[src/rtl/ctd_pkg.sv]
`default_nettype none

package ctd_pkg;

  // Default build: five samples per measurement from a 10-bit converter.
  localparam int DEF_SAMPLES_PER_MEASUREMENT = 5;
  localparam int DEF_ADC_BITS = 10;

  // Fixed widths of the ports and configuration registers.
  localparam int SAMPLE_W = 10;
  localparam int LEVEL_W = 10;
  localparam int THRESH_W = 10;
  localparam int COUNT_W = 8;
  localparam int CFG_INDEX_W = 3;
  localparam int CFG_DATA_W = 10;
  localparam int STATUS_W = 2;

  // Register reset values.
  localparam logic [THRESH_W-1:0] PRE_FULL_THRESHOLD_RST = THRESH_W'(388);
  localparam logic [THRESH_W-1:0] FULL_THRESHOLD_RST = THRESH_W'(250);
  localparam logic [COUNT_W-1:0] PRE_FULL_COUNT_RST = COUNT_W'(3);
  localparam logic [COUNT_W-1:0] FULL_COUNT_RST = COUNT_W'(3);

  typedef enum logic [CFG_INDEX_W-1:0] {
    CFG_PRE_FULL_THRESHOLD = 3'd0,
    CFG_FULL_THRESHOLD = 3'd1,
    CFG_PRE_FULL_COUNT = 3'd2,
    CFG_FULL_COUNT = 3'd3,
    CFG_FULL_NEEDS_PRE = 3'd4
  } cfg_index_t;

  localparam logic [STATUS_W-1:0] STATUS_NOT_FULL = 2'd0;
  localparam logic [STATUS_W-1:0] STATUS_PRE_FULL = 2'd1;
  localparam logic [STATUS_W-1:0] STATUS_FULL = 2'd2;
  localparam logic [STATUS_W-1:0] STATUS_FAILED = 2'd3;

  typedef struct packed {
    logic [THRESH_W-1:0] pre_full_threshold;
    logic [THRESH_W-1:0] full_threshold;
    logic [COUNT_W-1:0] pre_full_count;
    logic [COUNT_W-1:0] full_count;
    logic full_needs_pre;
  } ctd_cfg_t;

  // What the measurement side tells the detection side about the current item.
  typedef struct packed {
    logic charger_present;
    logic sample_failed;
    logic done;
    logic charging_on;
  } ctd_ctrl_t;

endpackage

`default_nettype wire

[src/rtl/charge_termination_detector.sv]
// Charge termination detector.
//
// Input channel (in_valid / in_stall): one converter sample per item with its
// failed flag and the charger and charging status. An item is taken at a rising
// edge with in_valid high and in_stall low; it lands in an input register.
// Output channel (out_valid / out_stall): status and current_level. A result is
// made when a group of samples completes, when a sample fails, or when the
// charger is absent; the other items update the running measurement only.
// A result appears on out_valid at the edge at which its item leaves the
// input register. Throughput is one item per cycle while no result is held
// by out_stall; the min, max and sum update and the reciprocal multiply for
// the trimmed mean are both combinational between the two registers.
// When out_stall holds a result, the next item waits in the input register and
// in_stall rises once that register is occupied. Results are never dropped.
// Synchronous reset empties both registers, clears the measurement and the
// pre-full and full detection, and loads the threshold and count registers with
// their defaults. Configuration writes (cfg_write, cfg_index, cfg_data) take
// effect at the next edge and belong to idle periods only.
`default_nettype none

module charge_termination_detector #(
  parameter int SAMPLES_PER_MEASUREMENT = ctd_pkg::DEF_SAMPLES_PER_MEASUREMENT,
  parameter int ADC_BITS = ctd_pkg::DEF_ADC_BITS
) (
  input  logic clk,
  input  logic rst,
  input  logic in_valid,
  output logic in_stall,
  input  logic [ctd_pkg::SAMPLE_W-1:0] sample,
  input  logic sample_failed,
  input  logic charger_present,
  input  logic charging_on,
  output logic out_valid,
  input  logic out_stall,
  output logic [ctd_pkg::STATUS_W-1:0] status,
  output logic [ctd_pkg::LEVEL_W-1:0] current_level,
  input  logic cfg_write,
  input  logic [ctd_pkg::CFG_INDEX_W-1:0] cfg_index,
  input  logic [ctd_pkg::CFG_DATA_W-1:0] cfg_data
);
  import ctd_pkg::*;

  ctd_cfg_t cfg;

  logic in_full;
  logic [SAMPLE_W-1:0] sample_q;
  logic failed_q;
  logic present_q;
  logic charging_q;

  logic accept;
  logic advance;
  logic produce;
  logic done;
  logic [LEVEL_W-1:0] level;
  logic [STATUS_W-1:0] status_next;
  ctd_ctrl_t ctrl;

  assign advance = in_full && (!out_valid || !out_stall);
  assign in_stall = in_full && !advance;
  assign accept = in_valid && !in_stall;
  assign produce = !present_q || failed_q || done;

  assign ctrl.charger_present = present_q;
  assign ctrl.sample_failed = failed_q;
  assign ctrl.done = done;
  assign ctrl.charging_on = charging_q;

  always_ff @(posedge clk) begin
    if (rst) begin
      cfg.pre_full_threshold <= PRE_FULL_THRESHOLD_RST;
      cfg.full_threshold <= FULL_THRESHOLD_RST;
      cfg.pre_full_count <= PRE_FULL_COUNT_RST;
      cfg.full_count <= FULL_COUNT_RST;
      cfg.full_needs_pre <= 1'b0;
    end else if (cfg_write) begin
      case (cfg_index)
        CFG_PRE_FULL_THRESHOLD: cfg.pre_full_threshold <= cfg_data[THRESH_W-1:0];
        CFG_FULL_THRESHOLD:     cfg.full_threshold <= cfg_data[THRESH_W-1:0];
        CFG_PRE_FULL_COUNT:     cfg.pre_full_count <= cfg_data[COUNT_W-1:0];
        CFG_FULL_COUNT:         cfg.full_count <= cfg_data[COUNT_W-1:0];
        CFG_FULL_NEEDS_PRE:     cfg.full_needs_pre <= cfg_data[0];
        default: begin
        end
      endcase
    end
  end

  always_ff @(posedge clk) begin
    if (rst) begin
      in_full <= 1'b0;
    end else if (accept) begin
      in_full <= 1'b1;
    end else if (advance) begin
      in_full <= 1'b0;
    end
  end

  always_ff @(posedge clk) begin
    if (accept) begin
      sample_q <= sample;
      failed_q <= sample_failed;
      present_q <= charger_present;
      charging_q <= charging_on;
    end
  end

  ctd_measure #(
    .SAMPLES_PER_MEASUREMENT(SAMPLES_PER_MEASUREMENT),
    .ADC_BITS(ADC_BITS)
  ) u_measure (
    .clk(clk),
    .rst(rst),
    .step(advance),
    .sample(sample_q),
    .sample_failed(failed_q),
    .charger_present(present_q),
    .done(done),
    .level(level)
  );

  ctd_debounce u_debounce (
    .clk(clk),
    .rst(rst),
    .step(advance),
    .ctrl(ctrl),
    .level(level),
    .cfg(cfg),
    .status(status_next)
  );

  always_ff @(posedge clk) begin
    if (rst) begin
      out_valid <= 1'b0;
    end else if (advance && produce) begin
      out_valid <= 1'b1;
    end else if (!out_stall) begin
      out_valid <= 1'b0;
    end
  end

  always_ff @(posedge clk) begin
    if (advance && produce) begin
      status <= status_next;
      current_level <= done ? level : '0;
    end
  end

endmodule

`default_nettype wire

[src/rtl/ctd_measure.sv]
`default_nettype none

module ctd_measure #(
  parameter int SAMPLES_PER_MEASUREMENT = ctd_pkg::DEF_SAMPLES_PER_MEASUREMENT,
  parameter int ADC_BITS = ctd_pkg::DEF_ADC_BITS
) (
  input  logic clk,
  input  logic rst,
  input  logic step,
  input  logic [ctd_pkg::SAMPLE_W-1:0] sample,
  input  logic sample_failed,
  input  logic charger_present,
  output logic done,
  output logic [ctd_pkg::LEVEL_W-1:0] level
);
  import ctd_pkg::*;

  localparam int SAMP_W = (ADC_BITS < SAMPLE_W) ? ADC_BITS : SAMPLE_W;
  localparam int CNT_W = $clog2(SAMPLES_PER_MEASUREMENT);
  localparam int SUM_W = SAMP_W + CNT_W;
  localparam int DIVISOR = SAMPLES_PER_MEASUREMENT - 2;
  // With three extra fraction bits the rounded-up reciprocal gives the exact
  // truncated quotient for every sum that fits in SUM_W bits.
  localparam int FRAC_W = SUM_W + 3;
  localparam int RECIP_W = FRAC_W + 1;
  localparam int PROD_W = SUM_W + RECIP_W;
  localparam logic [RECIP_W-1:0] RECIP = RECIP_W'(((1 << FRAC_W) + DIVISOR - 1) / DIVISOR);
  localparam logic [CNT_W-1:0] LAST = CNT_W'(SAMPLES_PER_MEASUREMENT - 1);

  logic [CNT_W-1:0] samples_taken;
  logic [SUM_W-1:0] running_sum;
  logic [SAMP_W-1:0] largest_seen;
  logic [SAMP_W-1:0] smallest_seen;

  logic [SAMP_W-1:0] s;
  logic [SAMP_W-1:0] largest_next;
  logic [SAMP_W-1:0] smallest_next;
  logic [SUM_W-1:0] sum_next;
  logic [SUM_W-1:0] trimmed;
  logic [PROD_W-1:0] product;
  logic [SAMP_W-1:0] quotient;

  assign s = sample[SAMP_W-1:0];

  always_comb begin
    largest_next = (s > largest_seen) ? s : largest_seen;
    smallest_next = (s < smallest_seen) ? s : smallest_seen;
    sum_next = running_sum + SUM_W'(s);
    trimmed = sum_next - SUM_W'(largest_next) - SUM_W'(smallest_next);
    product = PROD_W'(trimmed) * PROD_W'(RECIP);
    quotient = product[FRAC_W +: SAMP_W];
    done = charger_present && !sample_failed && (samples_taken == LAST);
    level = LEVEL_W'(quotient);
  end

  always_ff @(posedge clk) begin
    if (rst) begin
      samples_taken <= '0;
      running_sum <= '0;
      largest_seen <= '0;
      smallest_seen <= '1;
    end else if (step) begin
      if (!charger_present || sample_failed || done) begin
        samples_taken <= '0;
        running_sum <= '0;
        largest_seen <= '0;
        smallest_seen <= '1;
      end else begin
        samples_taken <= samples_taken + 1'b1;
        running_sum <= sum_next;
        largest_seen <= largest_next;
        smallest_seen <= smallest_next;
      end
    end
  end

endmodule

`default_nettype wire

[src/rtl/ctd_debounce.sv]
`default_nettype none

module ctd_debounce (
  input  logic clk,
  input  logic rst,
  input  logic step,
  input  ctd_pkg::ctd_ctrl_t ctrl,
  input  logic [ctd_pkg::LEVEL_W-1:0] level,
  input  ctd_pkg::ctd_cfg_t cfg,
  output logic [ctd_pkg::STATUS_W-1:0] status
);
  import ctd_pkg::*;

  logic pre_full_flag;
  logic full_flag;
  logic [COUNT_W-1:0] pre_full_run;
  logic [COUNT_W-1:0] full_run;

  logic pre_full_flag_next;
  logic full_flag_next;
  logic [COUNT_W-1:0] pre_full_run_next;
  logic [COUNT_W-1:0] full_run_next;

  always_comb begin
    pre_full_flag_next = pre_full_flag;
    full_flag_next = full_flag;
    pre_full_run_next = pre_full_run;
    full_run_next = full_run;

    if (!ctrl.charger_present) begin
      pre_full_flag_next = 1'b0;
      full_flag_next = 1'b0;
      pre_full_run_next = '0;
      full_run_next = '0;
    end else if (!ctrl.sample_failed && ctrl.done) begin
      if (!ctrl.charging_on) begin
        pre_full_flag_next = 1'b0;
        full_flag_next = 1'b0;
        pre_full_run_next = '0;
        full_run_next = '0;
      end else begin
        // The pre-full run must be unbroken; any other level restarts it.
        if (!pre_full_flag && (level < cfg.pre_full_threshold)) begin
          if (pre_full_run >= cfg.pre_full_count) begin
            pre_full_flag_next = 1'b1;
          end else begin
            pre_full_run_next = pre_full_run + 1'b1;
          end
        end else begin
          pre_full_run_next = '0;
        end

        // The full stage sees a pre-full flag set by this same measurement.
        if (!full_flag && (!cfg.full_needs_pre || pre_full_flag_next) &&
            (level < cfg.full_threshold)) begin
          if (full_run >= cfg.full_count) begin
            full_flag_next = 1'b1;
          end else begin
            full_run_next = full_run + 1'b1;
          end
        end
      end
    end

    if (!ctrl.charger_present) begin
      status = STATUS_NOT_FULL;
    end else if (ctrl.sample_failed) begin
      status = STATUS_FAILED;
    end else if (full_flag_next) begin
      status = STATUS_FULL;
    end else if (pre_full_flag_next) begin
      status = STATUS_PRE_FULL;
    end else begin
      status = STATUS_NOT_FULL;
    end
  end

  always_ff @(posedge clk) begin
    if (rst) begin
      pre_full_flag <= 1'b0;
      full_flag <= 1'b0;
      pre_full_run <= '0;
      full_run <= '0;
    end else if (step) begin
      pre_full_flag <= pre_full_flag_next;
      full_flag <= full_flag_next;
      pre_full_run <= pre_full_run_next;
      full_run <= full_run_next;
    end
  end

endmodule

`default_nettype wire

[config.mk]
export PLATFORM = sky130hd
export DESIGN_NAME = charge_termination_detector
export DESIGN_NICKNAME = d
export VERILOG_FILES = /design/src/rtl/ctd_pkg.sv /design/src/rtl/charge_termination_detector.sv /design/src/rtl/ctd_measure.sv /design/src/rtl/ctd_debounce.sv
export SDC_FILE = /design/constraint.sdc
export NUM_CORES = 1
export LEC_CHECK = 0
export BUFFER_PORTS_ARGS = -buffer_cell sky130_fd_sc_hd__buf_2
export CORE_ASPECT_RATIO = 1.5
export CORE_MARGIN = 4
export CORE_UTILIZATION = 46
export DETAILED_ROUTE_END_ITERATION = 6
export GPL_TIMING_DRIVEN = 0
export MAX_ROUTING_LAYER = met4
export SYNTH_ARGS = -nofsm -noshare
export SYNTH_HDL_FRONTEND = slang
export SYNTH_HIERARCHICAL = 1
export SYNTH_SLANG_ARGS = --single-unit
[constraint.sdc]
create_clock -name clk -period 10.04 [get_ports clk]
set_input_delay 0.502 -clock clk [delete_from_list [all_inputs] [get_ports clk]]
set_output_delay 0.502 -clock clk [all_outputs]
set_load 0.005 [all_outputs]
=== Word level (Yosys, flattened, before mapping) ===
Cells that the tools add are included.

* Output and inout port bits: 14
* Memories kept: 0
* Bits in read-only memories: 0
* Bits in latches: 0
* RAM bits: 0
* Input bits: 31
* Logic and storage cells: 112
* Register bits: 118

* Add/subtract/negate cells: 6
* Mux-type cells: 36
* Div/mod/pow operators: 0
* Bitwise logic cells: 0
* Multipliers: 1
* $lt $le $gt $ge: 6
* Eq/ne operators: 10
* Reduce and logical (&&, ||, !) cells: 32
* Shift operators: 0

{| class="wikitable"
|+ Operator list
! cell !! count
|-
| 8-bit 2-to-1 mux || 10
|-
| 10-bit 2-to-1 mux || 4
|-
| 10-bit < comparator || 3
|-
| 13-bit by 10-bit subtractor with 13-bit output || 2
|-
| 13-bit by 14-bit multiplier with 25-bit output, second input constant || 1
|-
| 1-bit 2-to-1 mux || 18
|-
| 8-bit by 1-bit adder with 8-bit output, second input constant || 2
|-
| 8-bit greater-or-equal comparator || 2
|-
| 13-bit by 10-bit adder with 13-bit output || 1
|-
| 13-bit 2-to-1 mux || 1
|-
| 10-bit > comparator || 1
|-
| 1-bit logical AND || 10
|-
| 2-bit AND reduction || 5
|-
| 1-bit zero test || 9
|-
| 3-bit by 2-bit equality test with 1-bit output, second input constant || 2
|-
| 3-bit equality test, second input constant || 2
|-
| 1-bit logical OR || 4
|-
| 2-bit 2-to-1 mux || 2
|-
| 2-bit by 1-bit inequality test with 1-bit output, second input constant || 2
|-
| 4-bit inequality test, second input constant || 1
|-
| 4-bit AND reduction || 1
|-
| 3-bit by 1-bit adder with 3-bit output, second input constant || 1
|-
| 3-bit by 1-bit equality test with 1-bit output, second input constant || 1
|-
| 3-bit zero test || 1
|-
| 5 further kinds || 5
|}

=== Longest topological paths before layout ===
* Depth in word-level cells: 20
* Mapped depth: 47
* Gate-level depth less buffers: 45

=== Modules after synthesis ===
The synthesis kept the hierarchy.

{| class="wikitable"
|+ By module, submodules not included
! module !! sequential area each (sq um) !! area each (sq um) !! cells an instance !! times used
|-
| ctd_measure || 720.7 || 5713.0 || 647 || 1
|-
| charge_termination_detector || 1531.5 || 2461.1 || 199 || 1
|-
| ctd_debounce || 360.3 || 1930.6 || 253 || 1
|}

=== Worst setup path after synthesis ===
No wires, ideal clock.

* Kind: register to register
* Start point: reg sample_q[1]
* End point: reg status[0] (netlist name), data pin
* Library setup time: 0.257 ns
* Data arrival time: 9.973 ns
* Buffers on the path: 2
* Cell stages (with the launch flop): 43
* Required time: 9.783 ns
* Setup slack: -0.190 ns
* Period minus slack after synthesis: 10.230 ns
* Path through: edfxtp_1 ha_1 a21o_1 a21oi_1 o21ai_0 a31oi_1 o21ai_1 clkbuf_1 mux2i_1 fa_1 ha_1 nor2b_1 o21ai_0 a21oi_1 nor2b_1 o2bb2ai_1 nor2_1 a2111oi_4 [7 not listed] inv_1 ha_1 a21o_1 a21o_1 a21oi_1 o21ai_0 a21oi_1 a21oi_2 or4_1 and3_1 ha_1 nand4_1 a211oi_1 nor4_1 a311o_2 buf_2 nand4_1 a32o_1

* Cells in the longest elaborated chain, start to end: 20
* Elaborated cells between the ends (all ways): 28
* Those cells by class: 3 x add/sub; 1 x mul; 4 x order compare; 16 x mux; 4 x reduce/logical

{| class="wikitable"
|+ RTL lines
! what !! line !! source
|-
| from (decl) || charge_termination_detector.sv:46 || <nowiki>logic [SAMPLE_W-1:0] sample_q;</nowiki>
|-
| from (signal assigned) || charge_termination_detector.sv:101 || <nowiki>sample_q <= sample;</nowiki>
|-
| 10-bit > comparator || ctd_measure.sv:46 || <nowiki>largest_next = (s > largest_seen) ? s : largest_seen;</nowiki>
|-
| 10-bit 2-to-1 mux || ctd_measure.sv:46 ||
|-
| 13-bit by 10-bit subtractor with 13-bit output || ctd_measure.sv:49 || <nowiki>trimmed = sum_next - SUM_W'(largest_next) - SUM_W'(smallest_next);</nowiki>
|-
| 13-bit by 10-bit subtractor with 13-bit output * || ctd_measure.sv:49 ||
|-
| 13-bit by 14-bit multiplier with 25-bit output * || ctd_measure.sv:50 || <nowiki>product = PROD_W'(trimmed) * PROD_W'(RECIP);</nowiki>
|-
| net level[9] || charge_termination_detector.sv:55 || <nowiki>logic [LEVEL_W-1:0] level;</nowiki>
|-
| 10-bit < comparator || ctd_debounce.sv:43 || <nowiki>if (!pre_full_flag && (level < cfg.pre_full_threshold)) begin</nowiki>
|-
| 1-bit logical AND || ctd_debounce.sv:43 ||
|-
| [4 not listed] || - ||
|-
| 1-bit logical OR || ctd_debounce.sv:54 || <nowiki>if (!full_flag && (!cfg.full_needs_pre || pre_full_flag_next) &&</nowiki>
|-
| 1-bit logical AND (2 in series) || ctd_debounce.sv:54 ||
|-
| 1-bit 2-to-1 mux || ctd_debounce.sv:54 ||
|-
| 1-bit 2-to-1 mux || ctd_debounce.sv:36 || <nowiki>if (!ctrl.charging_on) begin</nowiki>
|-
| 1-bit 2-to-1 mux || ctd_debounce.sv:35 || <nowiki>end else if (!ctrl.sample_failed && ctrl.done) begin</nowiki>
|-
| 1-bit 2-to-1 mux || ctd_debounce.sv:30 || <nowiki>if (!ctrl.charger_present) begin</nowiki>
|-
| 2-bit 2-to-1 mux * || ctd_debounce.sv:69 || <nowiki>end else if (full_flag_next) begin</nowiki>
|-
| 2-bit 2-to-1 mux * || ctd_debounce.sv:67 || <nowiki>end else if (ctrl.sample_failed) begin</nowiki>
|-
| to (signal assigned) || charge_termination_detector.sv:144 || <nowiki>status <= status_next;</nowiki>
|-
| to (decl) || charge_termination_detector.sv:35 || <nowiki>output logic [ctd_pkg::STATUS_W-1:0] status,</nowiki>
|}

Mark *: on every way through the listed nets, which the timed path passes. The rest lies on a longest branch. The select of a mux whose other input is x is not followed.
A chain may end at the register's enable or synchronous reset.

=== Worst setup path after layout ===
* Start point: reg sample_q[3]
* End point: reg u_debounce.pre_full_run[1]

* Cells in the longest elaborated chain, start to end: 11
* Elaborated cells between the ends (all ways): 16
* Those cells by class: 3 x add/sub; 1 x mul; 3 x order compare; 1 x eq/ne; 6 x mux; 2 x reduce/logical

{| class="wikitable"
|+ RTL lines
! what !! line !! source
|-
| 10-bit > comparator || ctd_measure.sv:46 ||
|-
| 10-bit 2-to-1 mux || ctd_measure.sv:46 ||
|-
| 13-bit by 10-bit subtractor with 13-bit output || ctd_measure.sv:49 ||
|-
| 13-bit by 10-bit subtractor with 13-bit output * || ctd_measure.sv:49 ||
|-
| 13-bit by 14-bit multiplier with 25-bit output * || ctd_measure.sv:50 ||
|-
| net level[9] || charge_termination_detector.sv:55 ||
|-
| 10-bit < comparator * || ctd_debounce.sv:43 ||
|-
| 1-bit logical AND * || ctd_debounce.sv:43 ||
|-
| 8-bit 2-to-1 mux || ctd_debounce.sv:43 ||
|-
| 8-bit 2-to-1 mux || ctd_debounce.sv:36 ||
|-
| 8-bit 2-to-1 mux || ctd_debounce.sv:35 ||
|-
| 8-bit 2-to-1 mux || ctd_debounce.sv:30 ||
|-
| to (signal assigned) || ctd_debounce.sv:87 || <nowiki>pre_full_run <= pre_full_run_next;</nowiki>
|-
| to (decl) || ctd_debounce.sv:16 || <nowiki>logic [COUNT_W-1:0] pre_full_run;</nowiki>
|}

Marks and branches as above.

==> results.md <==
* Maxcap violations at 0
* Mapped Cells at 1099
* Slew margin rel. at around an eighth
* Post-synth EDFFs at 25
* Dpl hpwl at between 15000 and 20000 µm
* Final setup margin at roughly 0.14 ns
* Critical Path RT at 10.40 ns
* Synth Net Count at between 1000 and 1500
* Pin count of the biggest net entering global routing at 17
* R2r setup slk at 0.14 ns
* Mapped cell area at 10100 µm²
* Warnings from Yosys at 6
* Core ar. at roughly 22000 µm²
* Die Wd at 129.0 µm
* Number of global-route vias before repair at 8111
* Number of fill cells at 1971
* CP arrival at slightly above 10 ns
* Worst Setup End Kind: flip-flop
* Layout cells sized above 1 at between 20% and 30%
* Fin util at 57.21%
* Post-Route WL at between 20000 and 25000 µm
* Area Growth Syn to Fin at 22.50%
* Die height at 189.5 µm
* Post-DRT Antenna Nets at 0
* R2r endpoint: u_debounce/pre_full_run[1]
* Final Max Slew Viols at 0
* Post-synthesis sequential area ratio at 25.85%
* Clock skew at approximately 0.011 ns
* Worst-path cell with the longest stage delay: fa_1
* Hold buffers post-CTS at 0
* Final GP Congestion at around 0.84
* Largest stage delay on the critical path at roughly 0.59 ns
* RSZ-0062 raised after global routing: yes
* Netlist cell types at 68
* Clock slew at reported path FFs at approximately 0.060 ns
* R2R cell count at 43
* FMAX at roughly 100 MHz
* Most frequent cell on the critical path: a21oi_2
* H-tree levels at 4
* Hold WC Path Type: primary input to flip-flop
* Largest family of logic cells by synthesized area: adder cells
* # port buffers at 44
* CTS tree: yes
* Die Area at 24450 µm²
* Via count at 7918
* Final Hold Fails at 0
* Antenna Cells at 0
* CTS Root Cell: clkbuf_16
* DR iter-0 viols at 284
* TritonCTS buffer count at 17
* Initial antenna violation count at 0
* Hold endpoint: sample_q[1]
* Worst-Skew Late Latency at about 0.43 ns
* Critical path type: flip-flop to flip-flop
* CTS sink count at 118
* Post-synthesis mux area share at 7.033%
* Final period demand of the worst path at 9.898 ns
* First-pass GRT wire length at 39210 µm
* CP Launch Type: flip-flop
* DR pass1 iterations at 7
* Reg area at 2614 µm²
* FFs w/ async S/R, synth at 0%
* Hold Path Depth at 1
* Main synth FF type: dfxtp_1
* Crit Reg-Reg Startpoint: sample_q[3]
* Status: complete, no violations
* Post-Syn Area per Cell at approximately 9.2 µm²
* Wire per inst at 16.18 µm
* Total GRT Usage at 20.73%
* HP Start: sample[1]
* Synth Area in Adders at between 20% and 30%
* Starting density of the core at 46.70%
* # DRC at 0
* DR vias/cell at 5.275
* Setup Viol. Count Final at 0
* IO Pins at 45
* Nets@finish at 1450
* Post-synthesis compound-gate area fraction at 11.26%
* Row cnt at 66
* Worst slew pin tran at 1.318 ns
* Pre-CTS WS at -1.565 ns
* Area taken by multi-input logic gates at approximately 7300 µm²
* GRT overflow at 0
* Post-synthesis simple-gate area fraction at between 15 and 20%
* Post-Synth XOR/XNOR Area at 3.120%
* Period utilization at ~99%
* Clk buf depth at 2
* Crit Path Max Fanout at 5
* Synth Register Bits at 118
-- cell type report --
class,count,share of cell area (%)
multi-input combinational,775,59.18
buffer,27,1.183
tap,272,2.749
sequential,118,21.12
clock inverter,11,0.8693
clock buffer,21,4.063
timing repair buffer,99,5.398
inverter,178,5.438
-- sequential cells by signal (all words and copies together), names as in the netlist --
register	count
cfg	37
charging_q	1
current_level	10
failed_q	1
in_full	1
out_valid	1
present_q	1
sample_q	10
status	2
u_debounce/full_flag	1
u_debounce/full_run	8
u_debounce/pre_full_flag	1
u_debounce/pre_full_run	8
u_measure/largest_seen	10
u_measure/running_sum	13
u_measure/samples_taken	3
u_measure/smallest_seen	10
-- cell families (layout without fill, tap and decap cells) --
| kind of cell | count (synthesis) | in the layout |
|---|---|---|
| simple gates | 296 | 296 |
| buf+inv | 206 | 336 |
| fa+ha+maj | 203 | 203 |
| compound gates | 169 | 169 |
| flops | 118 | 118 |
| mux | 71 | 71 |
| xor+xnor | 36 | 36 |
-- critical path, delay by kind of cell (launching register included) --
family / cells / cell delay [ns]
DFF: 1 / 0.47
buffers and inverters: 5 / 0.53
and+or+nand+nor: 9 / 2.06
adders and majority gates: 10 / 3.76
xor gates and xnor gates: 1 / 0.12
muxes: 1 / 0.19
AOI/OAI and AO/OA: 17 / 2.71
-- synthesized netlist by cell type (3+ instances only) --
library cell / n / area, µm²
nand2_1: 53 / 198.9
dfxtp_1: 93 / 1862
a211oi_1: 7 / 52.55
xnor2_1: 26 / 227.7
o21a_1: 8 / 60.06
inv_1: 178 / 668.1
nand2b_1: 57 / 356.6
a211o_1: 4 / 35.03
edfxtp_1: 25 / 750.7
a21oi_1: 50 / 250.2
xor2_1: 10 / 87.58
or4_1: 4 / 30.03
a22oi_1: 14 / 105.1
fa_1: 56 / 1121
o211ai_1: 5 / 37.54
or3_1: 4 / 25.02
nor4_1: 3 / 18.77
ha_1: 147 / 1839
nand4_1: 15 / 93.84
o21bai_1: 4 / 30.03
mux2i_1: 71 / 710.7
nor2_1: 75 / 281.5
a31oi_1: 4 / 25.02
or3_2: 4 / 30.03
nor3_1: 8 / 40.04
o21ai_1: 4 / 20.02
nand3_1: 17 / 85.08
o21ai_0: 28 / 140.1
clkbuf_1: 16 / 60.06
and2_1: 16 / 100.1
buf_2: 9 / 45.04
a21o_1: 18 / 135.1
nor2b_1: 18 / 112.6
-- how the worst max path moves through the flow --
stage                startpoint                          to  slack (ns)
floorplan           sample_q[1]                   status[0]        0.09
global placement    sample_q[1]                   status[0]       -1.54
detailed placement  sample_q[1]                   status[0]       -1.56
CTS                 sample_q[1]  u_debounce/pre_full_run[7]     0.00007
global route        sample_q[3]  u_debounce/pre_full_run[1]       -0.21
finish              sample_q[3]  u_debounce/pre_full_run[1]        0.14
-- cell usage in the layout, fill, tap and decap left out, types with 4 or more instances in the layout --
cell / netlist / final
ha_1: 147 / 132
nor2b_1: 18 / 15
o21bai_1: 4 / 4
nor2_2: 0 / 5
xor2_1: 10 / 9
xnor2_2: 0 / 8
buf_2: 9 / 53
o21ai_0: 28 / 19
fa_1: 56 / 48
clkbuf_1: 16 / 15
o21ai_1: 4 / 9
buf_4: 0 / 49
nand3_1: 17 / 17
nand2b_1: 57 / 57
mux2i_1: 71 / 62
edfxtp_1: 25 / 25
nand4_1: 15 / 15
nor2_1: 75 / 69
a21o_1: 18 / 18
inv_1: 178 / 170
mux2i_2: 0 / 4
dfxtp_1: 93 / 92
nand2_1: 53 / 53
a21oi_1: 50 / 33
a211oi_1: 7 / 4
o211ai_1: 5 / 5
mux2i_4: 0 / 5
ha_4: 0 / 12
or3_1: 4 / 4
inv_2: 0 / 6
a22oi_1: 14 / 14
clkbuf_16: 0 / 20
inv_4: 0 / 4
and2_1: 16 / 16
o21a_1: 8 / 7
nor3_1: 8 / 8
a21oi_2: 1 / 17
xnor2_1: 26 / 17
fa_2: 0 / 8
-- what timing repair did --
item / in CTS / in global routing
resized for setup: 55 / 86
endpoints found under the setup margin: 20 / 20
buffers inserted: 29 / 22
pin swaps: 27 / 73
gates cloned: 1 / 2
-- routing by layer --
layer / vias up / share of wire, % / track usage [%]
met5: - / 0 / -
met4: 0 / 2.6 / 6.184
met3: 35 / 1.9 / 3.133
met2: 96 / 57 / 39.22
met1: 3827 / 39 / 21.77
li1: 3960 / - / -
-- metrics by stage --
step	std cells	setup TNS [ns]	hold slack [ns]	instance area (µm²)
after detailed placement	1416	-25.76	0.4683	10680
after global placement	1415	-24.95	0.4603	10670
final	1501	0	0.2519	12380
after CTS	1477	0	0.2337	11760
after floorplan	1099	0	0.4487	10110
after global routing	1501	-2.339	0.2326	12380
Power is left out: the tool's default activity adds up to more than one toggle a clock period on the data nets, which glitch-free logic cannot reach.
